<file path="config.mk">
export PLATFORM = sky130hd
export DESIGN_NAME = nwcs_ctrl
export DESIGN_NICKNAME = d
export VERILOG_FILES = /design/src/rtl/nwcs_pkg.sv /design/src/rtl/nwcs_ctrl.sv
export SDC_FILE = /design/constraint.sdc
export NUM_CORES = 1
export LEC_CHECK = 0
export BUFFER_PORTS_ARGS = -buffer_cell sky130_fd_sc_hd__buf_4
export CAP_MARGIN = 40
export CORE_AREA = 2 2 42 44
export CTS_CLUSTER_SIZE = 20
export DETAILED_ROUTE_END_ITERATION = 8
export DIE_AREA = 0 0 44 46
export HOLD_SLACK_MARGIN = 0.05
export PLACE_DENSITY = 0.56
export SYNTH_ARGS = -nofsm -noshare
export SYNTH_HDL_FRONTEND = slang
export SYNTH_SLANG_ARGS = --single-unit
export TNS_END_PERCENT = 20
</file>
<file path="constraint.sdc">
create_clock -name clk_i -period 2.81 [get_ports clk_i]
set_input_delay 0.281 -clock clk_i [delete_from_list [all_inputs] [get_ports clk_i]]
set_output_delay 0.281 -clock clk_i [all_outputs]
set_load 0.01 [all_outputs]
</file>
<file path="src/rtl/nwcs_pkg.sv">
`timescale 1ns / 1ps
// Shared types and constants of the nearest walkable cell search block.
// No dependencies; every other file but nwcs_bitmap imports this package.
package nwcs_pkg;

  localparam int COORD_W    = 6;
  localparam int SIZE_W     = 7;
  localparam int RANGE_W    = 6;
  localparam int DIST_W     = 7;
  localparam int CFG_IDX_W  = 2;
  localparam int CFG_DATA_W = 7;

  localparam logic [CFG_IDX_W-1:0] REG_GRID_WIDTH   = 2'd0;
  localparam logic [CFG_IDX_W-1:0] REG_GRID_HEIGHT  = 2'd1;
  localparam logic [CFG_IDX_W-1:0] REG_SEARCH_RANGE = 2'd2;

  localparam logic MODE_QUERY = 1'b0;
  localparam logic MODE_WRITE = 1'b1;

  typedef logic [COORD_W-1:0] coord_t;

  typedef struct packed {
    logic wr_cell;      // write the input beat's cell into the bitmap
    logic q_load;       // latch the clamped query cell
    logic rd_center;    // read the bitmap at the query cell
    logic take_center;  // capture the query cell's blocked bit
    logic ring_first;   // start the ring search at radius one
    logic seg_load;     // load start and end of the current ring segment
    logic scan;         // read one segment cell and advance
    logic seg_next;     // move to the next segment of the ring
    logic ring_next;    // move to the next ring
    logic load_out;     // load the result register
  } nwcs_cmd_t;

  typedef struct packed {
    logic clr_busy;
    logic center_blocked;
    logic range_zero;
    logic seg_en;
    logic seg_last;
    logic scan_last;
    logic have;
    logic ring_last;
  } nwcs_status_t;

endpackage

</file>
<file path="src/rtl/nwcs_ctrl.sv">
`timescale 1ns / 1ps
// Controller: sequences writes, the query cell check and the ring-by-ring scan,
// and owns the result valid flag. Uses nwcs_pkg command and status types.
module nwcs_ctrl import nwcs_pkg::*; (
  input  logic         clk_i,
  input  logic         rst_ni,
  input  logic         in_valid_i,
  output logic         in_ready_o,
  input  logic         mode_i,
  output logic         out_valid_o,
  input  logic         out_ready_i,
  input  nwcs_status_t status_i,
  output nwcs_cmd_t    cmd_o
);

  localparam logic [3:0] ST_CLEAR = 4'd0;
  localparam logic [3:0] ST_IDLE  = 4'd1;
  localparam logic [3:0] ST_CHK   = 4'd2;
  localparam logic [3:0] ST_CHKW  = 4'd3;
  localparam logic [3:0] ST_SEGL  = 4'd4;
  localparam logic [3:0] ST_SCAN  = 4'd5;
  localparam logic [3:0] ST_SEGN  = 4'd6;
  localparam logic [3:0] ST_RINGE = 4'd7;
  localparam logic [3:0] ST_DONE  = 4'd8;

  logic [3:0] state_q, state_d;
  logic       out_valid_q, out_valid_d;

  always_comb begin
    state_d    = state_q;
    cmd_o      = '0;
    in_ready_o = 1'b0;
    case (state_q)
      ST_CLEAR: begin
        if (!status_i.clr_busy) state_d = ST_IDLE;
      end
      ST_IDLE: begin
        in_ready_o = 1'b1;
        if (in_valid_i) begin
          if (mode_i == MODE_WRITE) begin
            cmd_o.wr_cell = 1'b1;
          end else begin
            cmd_o.q_load = 1'b1;
            state_d      = ST_CHK;
          end
        end
      end
      ST_CHK: begin
        cmd_o.rd_center = 1'b1;
        state_d         = ST_CHKW;
      end
      ST_CHKW: begin
        cmd_o.take_center = 1'b1;
        if (!status_i.center_blocked || status_i.range_zero) begin
          state_d = ST_DONE;
        end else begin
          cmd_o.ring_first = 1'b1;
          state_d          = ST_SEGL;
        end
      end
      ST_SEGL: begin
        cmd_o.seg_load = 1'b1;
        state_d        = status_i.seg_en ? ST_SCAN : ST_SEGN;
      end
      ST_SCAN: begin
        cmd_o.scan = 1'b1;
        if (status_i.scan_last) state_d = ST_SEGN;
      end
      ST_SEGN: begin
        // last read of the segment is scored in this cycle
        if (status_i.seg_last) begin
          state_d = ST_RINGE;
        end else begin
          cmd_o.seg_next = 1'b1;
          state_d        = ST_SEGL;
        end
      end
      ST_RINGE: begin
        if (status_i.have || status_i.ring_last) begin
          state_d = ST_DONE;
        end else begin
          cmd_o.ring_next = 1'b1;
          state_d         = ST_SEGL;
        end
      end
      ST_DONE: begin
        // hold until the result register is free
        if (!out_valid_q || out_ready_i) begin
          cmd_o.load_out = 1'b1;
          state_d        = ST_IDLE;
        end
      end
      default: begin
        state_d = ST_IDLE;
      end
    endcase
  end

  always_comb begin
    out_valid_d = out_valid_q;
    if (cmd_o.load_out) begin
      out_valid_d = 1'b1;
    end else if (out_ready_i) begin
      out_valid_d = 1'b0;
    end
  end

  always_ff @(posedge clk_i or negedge rst_ni) begin
    if (!rst_ni) begin
      state_q     <= ST_CLEAR;
      out_valid_q <= 1'b0;
    end else begin
      state_q     <= state_d;
      out_valid_q <= out_valid_d;
    end
  end

  assign out_valid_o = out_valid_q;

  a_load_into_free_slot: assert property (@(posedge clk_i) disable iff (!rst_ni)
    cmd_o.load_out |-> (!out_valid_q || out_ready_i))
    else $error("result register overwritten before its beat was taken");

  a_clear_holds_idle: assert property (@(posedge clk_i) disable iff (!rst_ni)
    status_i.clr_busy |-> (state_q == ST_CLEAR))
    else $error("controller left clearing state while bitmap still clearing");

  a_scan_continues: assert property (@(posedge clk_i) disable iff (!rst_ni)
    (state_q == ST_SCAN) && !status_i.scan_last |=> (state_q == ST_SCAN))
    else $error("segment scan ended before its last cell");

endmodule

</file>
==> results of run 1 <==
-- cells by family after synthesis --
kind of cell	Yosys count
AO/OA/AOI/OAI	11
buffers and inverters	10
flip-flops	5
multiplexers	2
AND/OR/NAND/NOR	26
-- critical path: stages (launching register included) --
cell and delay [ps]:
dfrtp_1 480, nor4b_1 560, and3_1 230, buf_4 120
-- area by class of cell --
class	instances	share of cell area, %
Multi-Input combinational cell	39	39.0
Timing Repair Buffer	25	30.4
Sequential cell	5	20.0
Clock buffer	4	4.20
Tap cell	17	3.40
Inverter	5	3.00
-- per-stage QoR --
stage	power, mW	util [%]	cell area, um2
floorplan	0.359	-	425
global placement	0.433	36.5	589
detailed placement	0.432	36.5	589
CTS	0.518	38.8	626
global route	0.557	38.8	626
finish	0.511	38.8	626
-- routing by layer --
| layer | vias to the layer above | share of wire, % | track usage, % |
|---|---|---|---|
| met2 | 12 | 49 | 14.7 |
| met3 | 0 | 7.1 | 3.57 |
| met5 | - | 0 | 0 |
| met4 | 0 | 0 | 9.09 |
| met1 | 214 | 43 | 12.4 |
| li1 | 236 | - | - |
-- final timing paths --
path                       cells after the start           to         from  slack, ps
setup / recovery                               3     cmd_o[9]   state_q[1]        900
hold / removal                                 2  out_valid_o  out_ready_i        260
setup reg to reg                               4   state_q[0]   state_q[2]        990
hold reg to reg                                2  out_valid_o  out_valid_o        580
max in group asynchronous                      2   state_q[1]       rst_ni       2330
min in group asynchronous                      2   state_q[0]       rst_ni        370
-- layout by cell type, fill, tap and decap left out, drive strengths merged, types with 2 or more instances in the layout --
cell    count
clkbuf      4
mux2i       2
a21oi       4
buf        24
nor4        2
nand2       5
inv         5
nor3        6
dfrtp       5
nor2        5
o21ai       3
nand2b      2
-- power by group through the flow --
stage | clock network [mW] | logic (mW) | registers [mW]
2_1_floorplan | 0 | 0.241 | 0.117
3_3_place_gp | 0 | 0.269 | 0.165
3_5_place_dp | 0 | 0.265 | 0.168
4_1_cts | 0.0844 | 0.267 | 0.167
5_1_grt | 0.0924 | 0.288 | 0.176
6_report | 0.0817 | 0.261 | 0.169
-- flip-flops by register name, indices dropped and copies added, names as in the netlist --
| name | flops |
|---|---|
| out_valid_o | 1 |
| state_q | 4 |
-- synth_stat cells (2+ instances only) --
cell / instances
nor3_1: 6
nand2_1: 5
dfrtp_1: 5
nand2b_1: 2
nor4_1: 2
mux2i_1: 2
clkbuf_1: 2
o21ai_0: 2
nor2_1: 5
a21oi_1: 4
buf_6: 2
inv_1: 5
-- timing repair --
| item | in CTS | in global routing |
|---|---|---|
| endpoints found under the hold margin | 5 | 0 |
| hold buffers | 1 | 0 |
| resized for setup | 0 | 0 |
==> results.yml, run 1 <==
drt:
  viasPerCell: 4.86
  drt-total-wl_um: 998
  vias: 462
  drc: 0
  wl_per_cell_um: 10.5
  ant_nets: 0
  dr.first_iter.drc_count: 5
  first_pass_iters: 4
sta:
  tns_ps: 0
  relSlewSlack_pct: 63.8
  hold-worst-slack_ps: 261
  period_needed_ps: 1910
  worst_slack_ps: 898
  max_freq_ghz: 0.523
  skew_ps: 2.04
  final_max_slew_viol_count: 0
  post-route-period-util_pct: 68.0
  tightest_slew_ps: 535
  finalHoldViolations: 0
  setup_violations: 0
  rsz0062_at_grt: "no"
synthesis:
  synth_top_cell_area_share_pct: 29.4
  yosys.area.top_type: "dfrtp_1"
  synth_top_family_by_area: "simple AND/OR/NAND/NOR gates"
  ys_seq_area_share_pct: 29.4
  ys_ff_latch: 5
  synth-adder-area-share_pct: 0
  synth_xor_area_share_pct: 0
  synth-edff-count: 0
  synth-simple-area-share_pct: 33.8
  yosys_most_used_dff: "dfrtp_1"
  syn-num-nets: 67
  netlist_instances: 54
  synth_compound_area_share_pct: 18.8
  yosys_warnings: 0
  async_reset_ff_share_pct: 100
  syn_avg_cell_area_um2: 7.88
  synth_cell_type_count: 24
  ys_top_cells_by_area: "dfrtp_1 (29%), nor3_1 (7.1%), buf_6 (5.3%)"
  muxShareOfSynthArea_pct: 4.71
  syn_area_um2: 425
clock_tree:
  h-tree-depth: 1
  cts_sinks: 5
  cts_buffer_depth: 2
  cts_inserted_buffers: 3
  cts_tree: "yes"
  cts-root-buf: "clkbuf_4"
  clk_transition_reported_paths_ps: 40
  postCtsSetupRepairBufs: 0
  clock_latency_ps: 240
global_routing:
  grt_pass1_vias: 391
  grt_pass1_wl_mm: 1.50
  grt_usage_pct: 10.4
  overflow: 0
  antenna_found_initial: 0
  grt_max_degree: 15
floorplanning:
  fp-row-count: 15
  core-area_um2: 1610
  die-area_um2: 2020
  die_w_um: 44
  fp.dieH_um: 46
  start_util_pct: 26.4
  num_io_pins: 25
finish:
  syn2layout_area_growth_pct: 47.1
  stdcell_count: 95
  fin_nets: 92
  diodes: 0
  fill_cells: 170
  drive_gt1_share_pct: 38.5
  seq_area_um2: 125
  multiInputGateArea_um2: 244
power_and_ir_drop:
  ir_drop_uv: 367
  p_leak_nw: 0.312
  p_clk_share_pct: 16.0
  power.density_nw_per_um2: 816
  seq_power_share_pct: 33.0
  p_int_mw: 0.293
  p_comb_share_pct: 51.0
  netSwitchingPower_mw: 0.217
  switching_share_pct: 42.6
place:
  dp_slack_ps: 1000
  finalWeightedCongestion: 0.710
  dp_hpwl_um: 788
  numPortBuffers: 24
  dp.cells: 90
critical_path:
  cp_max_fo: 10
  crit_path_start_kind: "register"
  endpoint_kind: "primary output"
  crit_type: "register to primary output"
  worstPathArrival_ps: 1630
  cp.required_ps: 2530
flow_run:
  cap_violations: 0
worst_hold_path:
  hp-class: "primary input to register"
run_status:
  status: "finished, final reports clean"
(Power assumes the default switching activity.)
==> run 2, diff against run 1 <==
--- a/config.mk
+++ b/config.mk
@@ -5,6 +5,7 @@
 export SDC_FILE = /design/constraint.sdc
 export NUM_CORES = 1
 export LEC_CHECK = 0
+export ABC_AREA = 1
 export BUFFER_PORTS_ARGS = -buffer_cell sky130_fd_sc_hd__buf_4
 export CAP_MARGIN = 40
 export CORE_AREA = 2 2 42 44
@@ -12,7 +13,7 @@
 export DETAILED_ROUTE_END_ITERATION = 8
 export DIE_AREA = 0 0 44 46
 export HOLD_SLACK_MARGIN = 0.05
-export PLACE_DENSITY = 0.56
+export PLACE_DENSITY = 0.57
 export SYNTH_ARGS = -nofsm -noshare
 export SYNTH_HDL_FRONTEND = slang
 export SYNTH_SLANG_ARGS = --single-unit
==> constraint.sdc (replaced) <==
create_clock -name clk_i -period 1.8 [get_ports clk_i]
set_input_delay 0.18 -clock clk_i [delete_from_list [all_inputs] [get_ports clk_i]]
set_output_delay 0.18 -clock clk_i [all_outputs]
set_load 0.01 [all_outputs]
==> results.yml, run 2 <==
drt:
  wl_per_cell_um: 8.64
  dr.first_iter.drc_count: 7
  drt-total-wl_mm: 1.05
  drc: 0
  ant_nets: 0
  first_pass_iters: 4
  viasPerCell: 4.45
  vias: 538
sta:
  relSlewSlack_pct: 84.2
  max_freq_ghz: 0.681
  tns_ps: 0
  finalHoldViolations: 0
  final_max_slew_viol_count: 0
  worst_slack_ps: 331
  rsz0062_at_grt: "no"
  post-route-period-util_pct: 81.6
  skew_ps: 5.74
  tightest_slew_ps: 237
  period_needed_ps: 1470
  setup_violations: 0
place:
  finalWeightedCongestion: 0.815
  dpl-instance-area_um2: 629
  numPortBuffers: 24
  dp_slack_ps: 571
  dp_hpwl_um: 903
synthesis:
  syn_area_um2: 435
  yosys_most_used_dff: "dfrtp_1"
  ys_seq_area_share_pct: 28.7
  yosys_warnings: 0
  netlist_instances: 76
  yosys.area.top_type: "dfrtp_1"
  synth-edff-count: 0
  syn-num-nets: 89
  ys_ff_latch: 5
  synth_cell_type_count: 15
  ys_top_cells_by_area: "dfrtp_1 (29%), nor2_1 (15%), nand2_1 (14%)"
  synth.top_cells.by_count: "nor2_1 (17), nand2_1 (16), inv_1 (12)"
  async_reset_ff_share_pct: 100
  synth_top_cell_area_share_pct: 28.7
  synth.most_common_cell: "nor2_1"
  syn_avg_cell_area_um2: 5.73
power_and_ir_drop:
  p_comb_share_pct: 63.8
  p_int_mw: 0.488
  ir_drop_uv: 440
  power.total_mw: 0.936
  switching_share_pct: 47.9
  p_clk_share_pct: 13.6
  netSwitchingPower_mw: 0.449
  power.density_nw_per_um2: 1410
  seq_power_share_pct: 22.6
  p_leak_nw: 0.390
finish:
  top_register: "state_q"
  diodes: 0
  drive_gt1_share_pct: 34.6
  syn2layout_area_growth_pct: 52.9
  layout_common_cells: "buf_4 (24), nor2_1 (17), nand2_1 (16), inv_1 (12)"
  final_common_cell: "buf_4"
  utilization_pct: 41.2
  final_area_um2: 666
  fin_nets: 118
  largest_register_ffs: 4
global_routing:
  grt_pass1_vias: 438
  grt_pass1_wl_mm: 1.68
  grt_usage_pct: 12.0
  antenna_found_initial: 0
  grt_max_degree: 7
  overflow: 0
floorplanning:
  fp-row-count: 15
  die-area_um2: 2020
  die_w_um: 44
  num_io_pins: 25
  start_util_pct: 27.0
  fp.dieH_um: 46
  core-area_um2: 1610
worst_hold_path:
  hp-class: "primary input to register"
  hold_depth: 2
  hp-start: "out_ready_i"
critical_path:
  endpoint_kind: "primary output"
  cp_slowest_stage_delay_ps: 390
  critPathBufInv: 3
  worstPathArrival_ps: 1290
  crit_family: "flip-flops"
  crit_chain: "inv_1 -> nand2_2 -> inv_1 -> nand2_1 -> nor3_1 -> buf_4"
  rr_worst_depth: 6
  crit_path_start_kind: "register"
  path_depth: 6
  cp.required_ps: 1620
  critPathMostFrequentCell: "inv_1"
  cp_slowest_cell: "dfrtp_1"
  crit_type: "register to primary output"
  cp_max_fo: 5
  timing.rr.start: "state_q[0]"
  critPathLaunch: "state_q[3]"
run_status:
  status: "finished, final reports clean"
clock_tree:
  clk_transition_reported_paths_ps: 40
  cts_buffer_depth: 2
  holdBufCountCts: 1
  postCtsSetupRepairBufs: 0
  cts_tree: "yes"
  clock_latency_ps: 240
  cts-root-buf: "clkbuf_4"
  post_cts_resize_count: 0
  cts_inserted_buffers: 3
  cts_sinks: 5
  h-tree-depth: 1
flow_run:
  cap_violations: 0
## run 2: changes by cell type after synthesis, moves of 2 or more
cell      before  now
inv_1          5   12
nor3_1         6    3
a21oi_1        4    0
nor2_2         0    5
buf_6          2    0
nand2_1        5   16
nand4_1        0    2
mux2i_1        2    0
nand2b_1       2    0
inv_2          0    3
nand3_1        1    5
clkbuf_1       2    0
nor4_1         2    0
nor2_1         5   17
## run 2: final cells by class
type	instances	area (um2)
clock buffer	4	26.3
tap	17	21.3
timing repair buffer	25	190
multi-input combinational	54	243
fill	170	948
inverter	16	60.1
sequential	5	125
## run 2: worst paths after layout
check | slack, ps | to
max | 330 | cmd_o[1]
max in group asynchronous | 1410 | state_q[1]
min | 150 | out_valid_o
min reg2reg | 560 | out_valid_o
max reg2reg | 590 | state_q[0]
min in group asynchronous | 270 | out_valid_o
## run 2: layer usage
layer  wire length [um]  up-vias  global-route usage, %  part of all wire (%)
li1                   -      290                      -                     -
met4                  5        0                   10.9                  0.48
met1                469      232                   14.3                    45
met3                 62        2                   3.57                   5.9
met2                509       14                   17.4                    49
met5                  0        -                      0                     0
## run 2: cell families (layout without fill, tap and decap cells)
| family | count (synthesis) | after routing | synth area share, % |
|---|---|---|---|
| simple gates | 49 | 49 | 49.1 |
| buf+inv | 17 | 45 | 15.5 |
| compound gates | 5 | 5 | 6.61 |
| flops | 5 | 5 | 28.7 |
## run 2: power by group through the flow
stage               combinational, mW  sequential (mW)  clock [mW]
global placement                0.601            0.213           0
detailed placement              0.600            0.214           0
global route                    0.686            0.218       0.137
floorplan                       0.410            0.211           0
finish                          0.598            0.211       0.127
CTS                             0.603            0.212       0.131
## run 2: stage by stage
stage               hold slack (ps)  std cells
floorplan                      -116         76
global placement              -17.5        116
detailed placement            -15.8        116
CTS                             152        121
global route                    171        121
finish                          151        121
